===== config.mk =====
export PLATFORM = sky130hd
export DESIGN_NAME = two_queue_quota_arbiter_unit
export DESIGN_NICKNAME = d
export VERILOG_FILES = /design/src/rtl/tqqa_pkg.sv /design/src/rtl/two_queue_quota_arbiter_unit.sv /design/src/rtl/tqqa_ram.sv /design/src/rtl/tqqa_div.sv
export SDC_FILE = /design/constraint.sdc
export NUM_CORES = 1
export LEC_CHECK = 0
export BUFFER_PORTS_ARGS = -buffer_cell sky130_fd_sc_hd__buf_2
export CORE_MARGIN = 4
export CORE_UTILIZATION = 40
export CTS_CLUSTER_SIZE = 40
export DETAILED_ROUTE_END_ITERATION = 16
export REMOVE_ABC_BUFFERS = 1
export SYNTH_ARGS = -nofsm -noshare
export SYNTH_HDL_FRONTEND = slang
export SYNTH_HIERARCHICAL = 1
export SYNTH_SLANG_ARGS = --single-unit

===== constraint.sdc =====
create_clock -name clk -period 7.69 [get_ports clk]
set_input_delay 0.769 -clock clk [delete_from_list [all_inputs] [get_ports clk]]
set_output_delay 0.769 -clock clk [all_outputs]
set_load 0.02 [all_outputs]

===== src/rtl/tqqa_pkg.sv =====
`timescale 1ns / 1ps
`default_nettype none
// ----------------------------------------------------------------------------
// tqqa_pkg - shared types and constants of the two-queue quota arbiter
// Transfer structs, status / request / mode codes, register indexes and
// divider widths.
// ----------------------------------------------------------------------------
package tqqa_pkg;

  typedef struct packed {
    logic        req_type;
    logic        side;
    logic [15:0] car_id;
    logic [1:0]  car_type;
  } in_item_t;

  typedef struct packed {
    logic [1:0]  status;
    logic        granted_side;
    logic [15:0] granted_id;
    logic [1:0]  granted_type;
    logic [15:0] crossing_time;
  } out_item_t;

  // one queue slot: type over id
  typedef struct packed {
    logic [1:0]  car_type;
    logic [15:0] car_id;
  } qentry_t;

  localparam logic REQ_ENQUEUE = 1'b0;
  localparam logic REQ_SERVE   = 1'b1;

  localparam logic [1:0] ST_ENQUEUED = 2'd0;
  localparam logic [1:0] ST_FULL     = 2'd1;
  localparam logic [1:0] ST_GRANTED  = 2'd2;
  localparam logic [1:0] ST_EMPTY    = 2'd3;

  localparam logic [1:0] MODE_QUOTA  = 2'd0;
  localparam logic [1:0] MODE_SIGN   = 2'd1;
  localparam logic [1:0] MODE_RANDOM = 2'd2;

  localparam logic [1:0] CAR_SPORT     = 2'd1;
  localparam logic [1:0] CAR_EMERGENCY = 2'd2;

  localparam int CFG_IDX_W  = 2;
  localparam int CFG_DATA_W = 16;
  localparam logic [CFG_IDX_W-1:0] REG_FLOW_MODE     = 2'd0;
  localparam logic [CFG_IDX_W-1:0] REG_QUOTA         = 2'd1;
  localparam logic [CFG_IDX_W-1:0] REG_STREET_LENGTH = 2'd2;
  localparam logic [CFG_IDX_W-1:0] REG_CAR_SPEED     = 2'd3;

  localparam logic [1:0]  FLOW_MODE_RST = 2'd0;
  localparam logic [7:0]  QUOTA_RST     = 8'd3;
  localparam logic [15:0] LENGTH_RST    = 16'd100;
  localparam logic [15:0] SPEED_RST     = 16'd10;

  localparam logic [15:0] LFSR_SEED = 16'hACE1;
  localparam logic [15:0] LFSR_MASK = 16'hB400;

  // dividend up to 7*length, divisor up to 10*speed
  localparam int DIVIDEND_W = 19;
  localparam int DIVISOR_W  = 20;

endpackage : tqqa_pkg
`default_nettype wire


===== src/rtl/two_queue_quota_arbiter_unit.sv =====
`timescale 1ns / 1ps
`default_nettype none
// ----------------------------------------------------------------------------
// two_queue_quota_arbiter_unit - two-queue lane arbiter, top level
// Left/right car queues in RAM, quota / sign / random side policy and a
// shared iterative divider for the crossing time of the granted car.
// ----------------------------------------------------------------------------
//
//  channel  ports                            direction  handshake
//  -------  -------------------------------  ---------  ---------------------
//  input    start, busy, in_data             in         start & !busy
//  result   out_valid, out_data              out        one-cycle strobe
//  config   cfg_we, cfg_index, cfg_wdata     in         cfg_we, no wait
//
//  Enqueue transfers and serve transfers that grant nothing answer in the
//  cycle after acceptance; busy stays low, so a new item may follow at once.
//  A granted serve reads the queue RAM (S_READ), then runs the 19-step
//  divider (S_DIV), one quotient bit per cycle; busy stays high until the
//  result is out on out_valid.
//  Synchronous active-low reset clears queue pointers, policy state and the
//  LFSR; queue RAM contents are not cleared. The receiver cannot stall.
//
module two_queue_quota_arbiter_unit #(
  parameter int QUEUE_DEPTH = 16
) (
  input  wire logic                            clk,
  input  wire logic                            rst_n,
  input  wire logic                            start,
  output logic                                 busy,
  input  wire tqqa_pkg::in_item_t              in_data,
  output logic                                 out_valid,
  output tqqa_pkg::out_item_t                  out_data,
  input  wire logic                            cfg_we,
  input  wire logic [tqqa_pkg::CFG_IDX_W-1:0]  cfg_index,
  input  wire logic [tqqa_pkg::CFG_DATA_W-1:0] cfg_wdata
);
  import tqqa_pkg::*;

  localparam int AW = $clog2(QUEUE_DEPTH);      // slot address
  localparam int CW = $clog2(QUEUE_DEPTH + 1);  // fill count
  localparam int PW = CW + 1;                   // head + count sum
  localparam int QW = $bits(qentry_t);

  typedef enum logic [1:0] {S_IDLE, S_READ, S_DIV} state_t;

  // --------------------------------------------------------------------------
  // Registers
  // --------------------------------------------------------------------------
  state_t          state_r, state_nxt;
  logic [CW-1:0]   cnt_r    [2];
  logic [CW-1:0]   cnt_nxt  [2];
  logic [AW-1:0]   head_r   [2];
  logic [AW-1:0]   head_nxt [2];
  logic [7:0]      passed_r [2];
  logic [7:0]      passed_nxt [2];
  logic            flow_dir_r, flow_dir_nxt;
  logic            sign_dir_r, sign_dir_nxt;
  logic [15:0]     lfsr_r, lfsr_nxt;
  logic            gnt_side_r, gnt_side_nxt;
  logic            out_valid_r, out_valid_nxt;
  out_item_t       out_data_r, out_data_nxt;

  logic [1:0]      mode_r, mode_nxt;
  logic [7:0]      quota_r, quota_nxt;
  logic [15:0]     length_r, length_nxt;
  logic [15:0]     speed_r, speed_nxt;

  // --------------------------------------------------------------------------
  // Configuration writes
  // --------------------------------------------------------------------------
  always_comb begin
    mode_nxt   = mode_r;
    quota_nxt  = quota_r;
    length_nxt = length_r;
    speed_nxt  = speed_r;
    if (cfg_we) begin
      unique case (cfg_index)
        REG_FLOW_MODE:     mode_nxt   = cfg_wdata[1:0];
        REG_QUOTA:         quota_nxt  = cfg_wdata[7:0];
        REG_STREET_LENGTH: length_nxt = cfg_wdata;
        REG_CAR_SPEED:     speed_nxt  = cfg_wdata;
        default:           mode_nxt   = mode_r;
      endcase
    end
  end

  // --------------------------------------------------------------------------
  // Queue RAMs, one per side
  // --------------------------------------------------------------------------
  logic          ram_we [2];
  logic          ram_re [2];
  logic [AW-1:0] ram_waddr;
  qentry_t       ram_wdata;
  qentry_t       ram_rdata [2];

  for (genvar g = 0; g < 2; g++) begin : g_queue
    tqqa_ram #(
      .WIDTH (QW),
      .DEPTH (QUEUE_DEPTH)
    ) u_ram (
      .clk   (clk),
      .we    (ram_we[g]),
      .waddr (ram_waddr),
      .wdata (ram_wdata),
      .re    (ram_re[g]),
      .raddr (head_r[g]),
      .rdata (ram_rdata[g])
    );
  end

  // --------------------------------------------------------------------------
  // Shared divider: crossing time = dividend / divisor, scaled per car type
  // --------------------------------------------------------------------------
  logic                  div_start;
  logic                  div_done;
  logic [DIVIDEND_W-1:0] div_dividend;
  logic [DIVISOR_W-1:0]  div_divisor;
  logic [DIVIDEND_W-1:0] div_quo;
  logic [15:0]           crossing;
  qentry_t               rd_entry;

  assign rd_entry = ram_rdata[gnt_side_r];

  always_comb begin
    unique case (rd_entry.car_type)
      CAR_SPORT: begin
        // 7*len / 10*speed
        div_dividend = (DIVIDEND_W'(length_r) << 3) - DIVIDEND_W'(length_r);
        div_divisor  = (DIVISOR_W'(speed_r) << 3) + (DIVISOR_W'(speed_r) << 1);
      end
      CAR_EMERGENCY: begin
        div_dividend = DIVIDEND_W'(length_r);
        div_divisor  = DIVISOR_W'(speed_r) << 1;
      end
      default: begin
        div_dividend = DIVIDEND_W'(length_r);
        div_divisor  = DIVISOR_W'(speed_r);
      end
    endcase
  end

  tqqa_div u_div (
    .clk      (clk),
    .rst_n    (rst_n),
    .start    (div_start),
    .dividend (div_dividend),
    .divisor  (div_divisor),
    .done     (div_done),
    .quotient (div_quo)
  );

  // floor, minimum 1, saturate; a zero speed gives all ones -> 65535
  always_comb begin
    if (div_quo == '0) begin
      crossing = 16'd1;
    end else if (|div_quo[DIVIDEND_W-1:16]) begin
      crossing = 16'hFFFF;
    end else begin
      crossing = div_quo[15:0];
    end
  end

  // --------------------------------------------------------------------------
  // Side selection policy for a serve transfer
  // --------------------------------------------------------------------------
  logic        have [2];
  logic        pick_ok;
  logic        pick_side;
  logic        d_side;
  logic        o_side;
  logic [7:0]  pass_pol [2];
  logic        dir_pol;
  logic        sign_pol;
  logic [15:0] lfsr_pol;

  always_comb begin
    have[0]   = (cnt_r[0] != '0);
    have[1]   = (cnt_r[1] != '0);
    d_side    = flow_dir_r;
    o_side    = ~flow_dir_r;
    pass_pol  = passed_r;
    dir_pol   = flow_dir_r;
    sign_pol  = sign_dir_r;
    lfsr_pol  = lfsr_r;
    pick_ok   = 1'b0;
    pick_side = 1'b0;
    unique case (mode_r)
      MODE_QUOTA: begin
        if (have[d_side] && passed_r[d_side] < quota_r) begin
          pass_pol[d_side] = passed_r[d_side] + 8'd1;
          pick_ok          = 1'b1;
          pick_side        = d_side;
        end else begin
          pass_pol[d_side] = '0;
          dir_pol          = o_side;
          if (have[o_side] && passed_r[o_side] < quota_r) begin
            pass_pol[o_side] = passed_r[o_side] + 8'd1;
            pick_ok          = 1'b1;
            pick_side        = o_side;
          end else begin
            pass_pol[o_side] = '0;
            // only one side waiting: it goes regardless of quota
            if (have[0] && !have[1]) begin
              pass_pol[0] = 8'd1;
              pass_pol[1] = '0;
              dir_pol     = 1'b0;
              pick_ok     = 1'b1;
              pick_side   = 1'b0;
            end else if (have[1] && !have[0]) begin
              pass_pol[1] = 8'd1;
              pass_pol[0] = '0;
              dir_pol     = 1'b1;
              pick_ok     = 1'b1;
              pick_side   = 1'b1;
            end
          end
        end
      end
      MODE_SIGN: begin
        if (have[sign_dir_r]) begin
          pick_ok   = 1'b1;
          pick_side = sign_dir_r;
        end else if (have[~sign_dir_r]) begin
          pick_ok   = 1'b1;
          pick_side = ~sign_dir_r;
        end
        sign_pol = ~sign_dir_r;
      end
      MODE_RANDOM: begin
        if (have[0] && have[1]) begin
          // Galois step, the bit shifted out picks the side
          lfsr_pol  = {1'b0, lfsr_r[15:1]} ^ (lfsr_r[0] ? LFSR_MASK : 16'h0000);
          pick_ok   = 1'b1;
          pick_side = lfsr_r[0];
        end else if (have[0]) begin
          pick_ok   = 1'b1;
          pick_side = 1'b0;
        end else if (have[1]) begin
          pick_ok   = 1'b1;
          pick_side = 1'b1;
        end
      end
      default: pick_ok = 1'b0;  // unused mode: no grant, no state change
    endcase
  end

  // --------------------------------------------------------------------------
  // Enqueue slot: (head + count) wrapped once
  // --------------------------------------------------------------------------
  logic          enq_full;
  logic [PW-1:0] enq_pos;

  always_comb begin
    enq_full = (cnt_r[in_data.side] == CW'(QUEUE_DEPTH));
    enq_pos  = PW'(head_r[in_data.side]) + PW'(cnt_r[in_data.side]);
    if (enq_pos >= PW'(QUEUE_DEPTH)) begin
      enq_pos = enq_pos - PW'(QUEUE_DEPTH);
    end
    ram_waddr          = enq_pos[AW-1:0];
    ram_wdata.car_id   = in_data.car_id;
    ram_wdata.car_type = in_data.car_type;
  end

  // --------------------------------------------------------------------------
  // Sequencer
  // --------------------------------------------------------------------------
  always_comb begin
    state_nxt     = state_r;
    cnt_nxt       = cnt_r;
    head_nxt      = head_r;
    passed_nxt    = passed_r;
    flow_dir_nxt  = flow_dir_r;
    sign_dir_nxt  = sign_dir_r;
    lfsr_nxt      = lfsr_r;
    gnt_side_nxt  = gnt_side_r;
    out_valid_nxt = 1'b0;
    out_data_nxt  = out_data_r;
    ram_we[0]     = 1'b0;
    ram_we[1]     = 1'b0;
    ram_re[0]     = 1'b0;
    ram_re[1]     = 1'b0;
    div_start     = 1'b0;

    unique case (state_r)
      S_IDLE: begin
        if (start) begin
          if (in_data.req_type == REQ_ENQUEUE) begin
            out_valid_nxt = 1'b1;
            out_data_nxt  = '0;
            if (enq_full) begin
              out_data_nxt.status = ST_FULL;  // dropped
            end else begin
              out_data_nxt.status      = ST_ENQUEUED;
              ram_we[in_data.side]     = 1'b1;
              cnt_nxt[in_data.side]    = cnt_r[in_data.side] + CW'(1);
            end
          end else begin
            passed_nxt   = pass_pol;
            flow_dir_nxt = dir_pol;
            sign_dir_nxt = sign_pol;
            lfsr_nxt     = lfsr_pol;
            if (pick_ok) begin
              ram_re[pick_side]  = 1'b1;
              cnt_nxt[pick_side] = cnt_r[pick_side] - CW'(1);
              if (head_r[pick_side] == AW'(QUEUE_DEPTH - 1)) begin
                head_nxt[pick_side] = '0;
              end else begin
                head_nxt[pick_side] = head_r[pick_side] + AW'(1);
              end
              gnt_side_nxt = pick_side;
              state_nxt    = S_READ;
            end else begin
              out_valid_nxt       = 1'b1;
              out_data_nxt        = '0;
              out_data_nxt.status = ST_EMPTY;
            end
          end
        end
      end
      S_READ: begin
        div_start                 = 1'b1;
        out_data_nxt.status       = ST_GRANTED;
        out_data_nxt.granted_side = gnt_side_r;
        out_data_nxt.granted_id   = rd_entry.car_id;
        out_data_nxt.granted_type = rd_entry.car_type;
        state_nxt                 = S_DIV;
      end
      S_DIV: begin
        if (div_done) begin
          out_data_nxt.crossing_time = crossing;
          out_valid_nxt              = 1'b1;
          state_nxt                  = S_IDLE;
        end
      end
      default: state_nxt = S_IDLE;
    endcase
  end

  always_ff @(posedge clk) begin
    if (!rst_n) begin
      state_r     <= S_IDLE;
      cnt_r       <= '{default: '0};
      head_r      <= '{default: '0};
      passed_r    <= '{default: '0};
      flow_dir_r  <= 1'b0;
      sign_dir_r  <= 1'b0;
      lfsr_r      <= LFSR_SEED;
      out_valid_r <= 1'b0;
      mode_r      <= FLOW_MODE_RST;
      quota_r     <= QUOTA_RST;
      length_r    <= LENGTH_RST;
      speed_r     <= SPEED_RST;
    end else begin
      state_r     <= state_nxt;
      cnt_r       <= cnt_nxt;
      head_r      <= head_nxt;
      passed_r    <= passed_nxt;
      flow_dir_r  <= flow_dir_nxt;
      sign_dir_r  <= sign_dir_nxt;
      lfsr_r      <= lfsr_nxt;
      out_valid_r <= out_valid_nxt;
      mode_r      <= mode_nxt;
      quota_r     <= quota_nxt;
      length_r    <= length_nxt;
      speed_r     <= speed_nxt;
    end
    gnt_side_r <= gnt_side_nxt;
    out_data_r <= out_data_nxt;
  end

  assign busy      = (state_r != S_IDLE);
  assign out_valid = out_valid_r;
  assign out_data  = out_data_r;

  // --------------------------------------------------------------------------
  // Assertions
  // --------------------------------------------------------------------------
  a_enq_answers: assert property (@(posedge clk) disable iff (!rst_n)
    (start && !busy && in_data.req_type == REQ_ENQUEUE) |=> out_valid)
    else $error("enqueue transfer not answered next cycle");

  a_count_bound: assert property (@(posedge clk) disable iff (!rst_n)
    (cnt_r[0] <= CW'(QUEUE_DEPTH)) && (cnt_r[1] <= CW'(QUEUE_DEPTH)))
    else $error("queue fill count beyond depth");

  a_lfsr_live: assert property (@(posedge clk) disable iff (!rst_n)
    lfsr_r != 16'h0000)
    else $error("LFSR locked at zero");

  a_nogrant_zero: assert property (@(posedge clk) disable iff (!rst_n)
    (out_valid && out_data.status != ST_GRANTED) |->
      (out_data.crossing_time == 16'd0 && out_data.granted_id == 16'd0))
    else $error("grant fields set without a grant");

  a_grant_time: assert property (@(posedge clk) disable iff (!rst_n)
    (out_valid && out_data.status == ST_GRANTED) |-> $past(div_done))
    else $error("grant issued without divider completion");

endmodule : two_queue_quota_arbiter_unit
`default_nettype wire


===== src/rtl/tqqa_ram.sv =====
`timescale 1ns / 1ps
`default_nettype none
// ----------------------------------------------------------------------------
// tqqa_ram - generic single-write, single-read RAM
// One write port, one read port with registered read data.
// ----------------------------------------------------------------------------
module tqqa_ram #(
  parameter int WIDTH = 18,
  parameter int DEPTH = 16
) (
  input  wire logic                     clk,
  input  wire logic                     we,
  input  wire logic [$clog2(DEPTH)-1:0] waddr,
  input  wire logic [WIDTH-1:0]         wdata,
  input  wire logic                     re,
  input  wire logic [$clog2(DEPTH)-1:0] raddr,
  output logic      [WIDTH-1:0]         rdata
);

  logic [WIDTH-1:0] mem [DEPTH];

  always_ff @(posedge clk) begin
    if (we) begin
      mem[waddr] <= wdata;
    end
    if (re) begin
      rdata <= mem[raddr];
    end
  end

endmodule : tqqa_ram
`default_nettype wire


===== src/rtl/tqqa_div.sv =====
`timescale 1ns / 1ps
`default_nettype none
// ----------------------------------------------------------------------------
// tqqa_div - iterative restoring divider
// One quotient bit per cycle; done pulses once the last bit is in.
// ----------------------------------------------------------------------------
module tqqa_div (
  input  wire logic                            clk,
  input  wire logic                            rst_n,
  input  wire logic                            start,
  input  wire logic [tqqa_pkg::DIVIDEND_W-1:0] dividend,
  input  wire logic [tqqa_pkg::DIVISOR_W-1:0]  divisor,
  output logic                                 done,
  output logic      [tqqa_pkg::DIVIDEND_W-1:0] quotient
);
  import tqqa_pkg::*;

  localparam int NB    = DIVIDEND_W;
  localparam int DB    = DIVISOR_W;
  localparam int CNT_W = $clog2(NB + 1);

  logic [DB-1:0]    rem_r, rem_nxt;
  logic [NB-1:0]    quo_r, quo_nxt;
  logic [DB-1:0]    dvs_r, dvs_nxt;
  logic [CNT_W-1:0] cnt_r, cnt_nxt;
  logic             done_r, done_nxt;

  logic [DB:0] trial;
  logic [DB:0] diff;
  logic        ge;

  always_comb begin
    trial = {rem_r, quo_r[NB-1]};
    ge    = trial >= {1'b0, dvs_r};
    diff  = trial - {1'b0, dvs_r};

    rem_nxt  = rem_r;
    quo_nxt  = quo_r;
    dvs_nxt  = dvs_r;
    cnt_nxt  = cnt_r;
    done_nxt = 1'b0;
    if (start) begin
      rem_nxt = '0;
      quo_nxt = dividend;
      dvs_nxt = divisor;
      cnt_nxt = CNT_W'(NB);
    end else if (cnt_r != '0) begin
      rem_nxt  = ge ? diff[DB-1:0] : trial[DB-1:0];
      quo_nxt  = {quo_r[NB-2:0], ge};
      cnt_nxt  = cnt_r - CNT_W'(1);
      done_nxt = (cnt_r == CNT_W'(1));
    end
  end

  always_ff @(posedge clk) begin
    if (!rst_n) begin
      cnt_r  <= '0;
      done_r <= 1'b0;
    end else begin
      cnt_r  <= cnt_nxt;
      done_r <= done_nxt;
    end
    rem_r <= rem_nxt;
    quo_r <= quo_nxt;
    dvs_r <= dvs_nxt;
  end

  assign done     = done_r;
  assign quotient = quo_r;

endmodule : tqqa_div
`default_nettype wire


Yosys cells after proc, flatten, opt, wreduce, memory -nomap -nowiden
Memories as Yosys holds them, arrays and structs flattened. A register that Yosys moved wholly into a read port is not among the register bits. Index checks and enable logic that the tools add are counted. W data, S select, Z words.

Bits in registers: 200. Bits in writable memories: 576. Input port bits: 42. Word-level logic and storage cells: 253. Memories: 2.

Memory list: g_queue[0].u_ram.mem (depth 16, bits a word 18, rd ports 1, clocked after Yosys merged registers in 1, wr ports 1, RTL line tqqa_ram.sv:20) `logic [WIDTH-1:0] mem [DEPTH];`; g_queue[1].u_ram.mem (depth 16, bits a word 18, rd ports 1, clocked after Yosys merged registers in 1, wr ports 1, RTL line tqqa_ram.sv:20).

$add $sub $neg: 11. Magnitude comparators: 15. Eq/ne operators: 19. Mux-type cells: 122. Bitwise logic cells: 19. Reduce and logical (&&, ||, !) cells: 38.

Operators with widths (number): $mux W16 (8); $mux W37 (3); $mux W8 (9); $mux W19 (3); $mux W18 (3); $mux W5 (10); $mux W1 (43); $pmux W21 S2 (1); $pmux W20 S2 (1); $and A16 B16 Y16 (2); $bwmux W16 (2); $mux W4 (8); $not A16 Y16 (2); $pmux W16 S2 (1); $mux W10 (3); $mux W2 (12); $reduce_and A4 Y1 (6); $ge A21 B20 Y1 (1); $add A19 B17 Y20 (1); $bwmux W10 (2); $mux W20 (1); $sub A20 B20 Y20 (1); $logic_not A19 Y1 (1); $sub A19 B16 Y19 (1); other kinds (41) (99).

Longest topological paths before layout
Depth after elaboration: 19. Depth in mapped cells: 19. Mapped depth without buffers: 16.

Cells and area by module
The synthesis kept the hierarchy.

By module, submodules not included: tqqa_ram (instances 2, cells each 482, area each 11503.5 µm², sequential area each 9188.8 µm²); two_queue_quota_arbiter_unit (instances 1, cells each 1067, area each 9008.6 µm², sequential area each 3083.0 µm²); tqqa_div (instances 1, cells each 349, area each 3734.8 µm², sequential area each 1691.6 µm²).

Worst setup path after synthesis
Ideal clock, no wire load.

Kind: register to register. From: reg, netlist name d_side. To: mem g_queue[0].u_ram.mem[0][0] (enable). Setup time: 416 ps. Arrival: 5196 ps. Required time: 7274 ps. Path slack: 2078 ps. Cell stages (with the launch flop): 17. Clock period less this slack: 5612 ps. Cells stage by stage: dfxtp_1 > buf_6 > buf_2 > buf_1 > clkbuf_1 > mux2_2 > ha_1 > and4_1 > a21oi_1 > o311ai_4 > o41ai_2 > nor2_2 > clkinv_4 > o21ai_1 > inv_2 > or3b_2 > nor3_1.

RTL lines (RTL line): to (decl) (tqqa_ram.sv:20).

==> load_flow_metrics.sql <==
INSERT INTO impl_metrics (metric_group, metric, value, unit) VALUES
('clock_network', 'cts.sinks', '812', ''),
('setup_path', 'worstSetupPathDepth', '13', ''),
('cells_and_area', 'final_nets', '2601', ''),
('worst_hold_path', 'holdCritStartpoint', 'cfg_wdata[14]', ''),
('setup_path', 'arrival_time_of_the_worst_setup_path', '5.37', 'ns'),
('power_and_ir_drop', 'leakage', '13.68', 'nW'),
('yosys', 'post_synth_most_frequent_cells', 'edfxtp_1 (689), nand2_1 (211), nor2_1 (148)', ''),
('die', 'rows', '109', ''),
('clock_network', 'max-clock-path-buffers', '3', ''),
('timing', 'fmax', '196.2', 'MHz'),
('setup_path', 'cp_top_family', 'simple AND/OR/NAND/NOR gates', ''),
('die', 'floorplan.io_pins', '81', ''),
('timing', 'finalSetupViolCount', '0', ''),
('drt', 'wl', '84.04', 'mm'),
('global_route', 'antenna_found_initial', '1', ''),
('power_and_ir_drop', 'vdd_drop_max', '219.8', 'µV'),
('clock_network', 'clk_pin_slew', '0.06', 'ns'),
('drt', 'initialDrtViolationCount', '1793', ''),
('yosys', 'yosys.area.top_type_share', '57.87', '%'),
('global_route', 'globalRoute.totalOverflow', '0', ''),
('timing', 'fin_crit', '5.098', 'ns'),
('clock_network', 'clk_root_buffer_cell', 'clkbuf_16', ''),
('die', 'die_area', '94220', 'µm²'),
('placed_design', 'port_buffers', '80', ''),
('setup_path', 'worst_setup_path_end_kind', 'register', ''),
('yosys', 'post_synthesis_register_bit_count', '812', ''),
('timing', 'max_slew_margin', '19.14', '%'),
('worst_hold_path', 'min_delay_worst_endpoint', 'length_r[14]', ''),
('worst_hold_path', 'worstHoldPathType', 'primary input to register', ''),
('setup_path', 'worst_r2r_startpoint', 'd_side', ''),
('drt', 'drt_first_pass_iters', '5', ''),
('global_route', 'grt_pass1_wl', '127.4', 'mm'),
('yosys', 'synthArstFlopShare', '0', '%'),
('clock_network', 'clkLatencyLatePin', '0.66', 'ns'),
('setup_path', 'count_of_buffer_and_inverter_cells_on_the_critical_path', '3', ''),
('placed_design', 'globalplace.congestion', '0.8370', ''),
('cells_and_area', 'area_growth', '12.96', '%'),
('die', 'fp.coreArea', '88510', 'µm²'),
('clock_network', 'post_cts_buffers', '0', ''),
('timing', 'fin_tns_setup', '0', 'ns'),
('drt', 'drtAntennaViolNets', '0', ''),
('setup_path', 'critical-path-slowest-cell', 'nor2_2', ''),
('clock_network', 'clock_tree_from_tritoncts', 'built', ''),
('timing', 'rsz0062_at_grt', 'false', ''),
('clock_network', 'htree_levels', '3', ''),
('setup_path', 'crit_fanout', '37', ''),
('setup_path', 'worstSetupStartpointType', 'register', ''),
('yosys', 'leading_cell_type_by_number_of_instances_after_synthesis', 'edfxtp_1', ''),
('outcome', 'status', 'complete, no violations', ''),
('yosys', 'synth-main-ff-cell', 'edfxtp_1', ''),
('timing', 'post_route_fraction_of_the_period_consumed_by_the_critical_path', '66.29', '%'),
('drt', 'detail_route.wl_per_cell', '22.65', 'µm'),
('timing', 'timing.final.hold_violations', '0', ''),
('run', 'drv_cap', '0', ''),
('yosys', 'synth_unique_cells', '100', ''),
('setup_path', 'path_class', 'register to register', ''),
('setup_path', 'path_common_cell', 'nor2_2', ''),
('worst_hold_path', 'worstHoldPathCells', '3', ''),
('setup_path', 'worst_r2r_path_depth', '13', ''),
('die', 'floorplan.initialDensity', '40.39', '%'),
('setup_path', 'r2r-end', 'g_queue[0].u_ram/mem[3][1]', ''),
('yosys', 'synth-warning-count', '6', ''),
('clock_network', 'numCtsBuffers', '86', ''),
('yosys', 'syn-cell-area', '35750', 'µm²'),
('setup_path', 'cp_data_required_time', '7.96', 'ns'),
('drt', 'detail_route.drc_violations', '0', ''),
('yosys', 'synth_area_leaders', 'edfxtp_1 (58%), dfxtp_1 (6.9%), mux4_2 (6.3%)', ''),
('cells_and_area', 'drive_gt1_share', '18.07', '%'),
('yosys', 'synth.yosys.seq_area_share', '64.76', '%'),
('global_route', 'first_global_vias', '20840', ''),
('drt', 'total_number_of_vias', '20800', '');
stage by stage:
stage / instance area [µm²] / cells / total power [mW] / setup WS [ns] / util (%)
finish: 40380 / 3711 / 14.67 / 2.592 / 45.63
floorplan: 35190 / 2272 / 9.135 / 1.370 / -
global route: 40380 / 3710 / 15.45 / 2.259 / 45.62
CTS: 40380 / 3710 / 14.79 / 2.596 / 45.62
detailed placement: 37420 / 3552 / 10.47 / 2.612 / 42.28
global placement: 37420 / 3552 / 10.39 / 2.713 / 42.28
flip-flops by register name, indices dropped and copies added, names as in the netlist:
signal               count
sign_dir_r               1
u_div/cnt_r              5
u_div/dvs_r             20
out_data                37
u_div/quotient          19
quota_r                  8
g_queue.u_ram/mem      576
d_side                   1
u_div/rem_r             20
lfsr_r                  16
head_r                   8
g_queue.u_ram/rdata     36
mode_r                   2
passed_r                16
state_r                  2
u_div/done               1
out_valid                1
gnt_side_r               1
speed_r                 16
length_r                16
cnt_r                   10
tightest hold or removal path: stages:
cell	delay, ns
buf_2	0.11
nand2_1	0.05
a21oi_1	0.05
placed cells by master, fill, tap and decap left out, types with 34 or more instances in the layout:
| cell type | n |
|---|---|
| clkbuf_16 | 87 |
| ha_1 | 81 |
| buf_2 | 80 |
| nor3_1 | 39 |
| mux4_1 | 44 |
| mux2_2 | 34 |
| nor2_1 | 126 |
| a21oi_1 | 101 |
| a22oi_1 | 85 |
| inv_1 | 84 |
| nand3_1 | 36 |
| nand2_1 | 211 |
| mux4_2 | 100 |
| dfxtp_1 | 119 |
| o21ai_0 | 52 |
| xnor2_1 | 39 |
| buf_4 | 35 |
| edfxtp_1 | 689 |
| mux2i_1 | 57 |
where the power goes:
group          switching, mW  internal (mW)
Sequential             0.348           5.43
Combinational           2.78           1.83
Clock                   1.76           2.52
Total                   4.89           9.78
area by class of cell:
class,instances,area (µm²)
sequential,812,23160
inverter,88,335.3
fill,7668,48130
multi-input combinational,1372,11810
clock buffer,100,2246
clock inverter,58,711.9
tap,1165,1458
antenna,1,2.502
timing repair buffer,115,663.1
logic make-up after synthesis:
kind of cell | count (synthesis) | synth area share (%)
adder cells (fa/ha/maj) | 84 | 3.003
flip-flops | 812 | 64.76
AND/OR/NAND/NOR | 571 | 7.584
XOR/XNOR | 54 | 1.323
buffers and inverters | 196 | 2.495
multiplexers | 237 | 12.28
AO/OA/AOI/OAI | 426 | 8.550
how the worst max path moves through the flow:
stage | from | endpoint
finish | d_side | g_queue[0].u_ram/mem[3][1]
global route | d_side | g_queue[0].u_ram/mem[1][14]
CTS | d_side | g_queue[0].u_ram/mem[3][1]
detailed placement | d_side | g_queue[0].u_ram/mem[3][1]
global placement | d_side | g_queue[0].u_ram/mem[1][13]
floorplan | head_r[4] | g_queue[0].u_ram/mem[0][0]
layer usage:
| layer | wire [µm] | global-route usage, % | share of wire (%) | vias to the layer above |
|---|---|---|---|---|
| met5 | 0 | 0 | 0 | - |
| met4 | 1576 | 4.271 | 1.9 | 0 |
| met3 | 4596 | 2.810 | 5.5 | 107 |
| met2 | 40630 | 29.15 | 48 | 588 |
| met1 | 37250 | 24.83 | 44 | 10590 |
| li1 | - | - | - | 9519 |
Power figures use the tool's default switching activity.
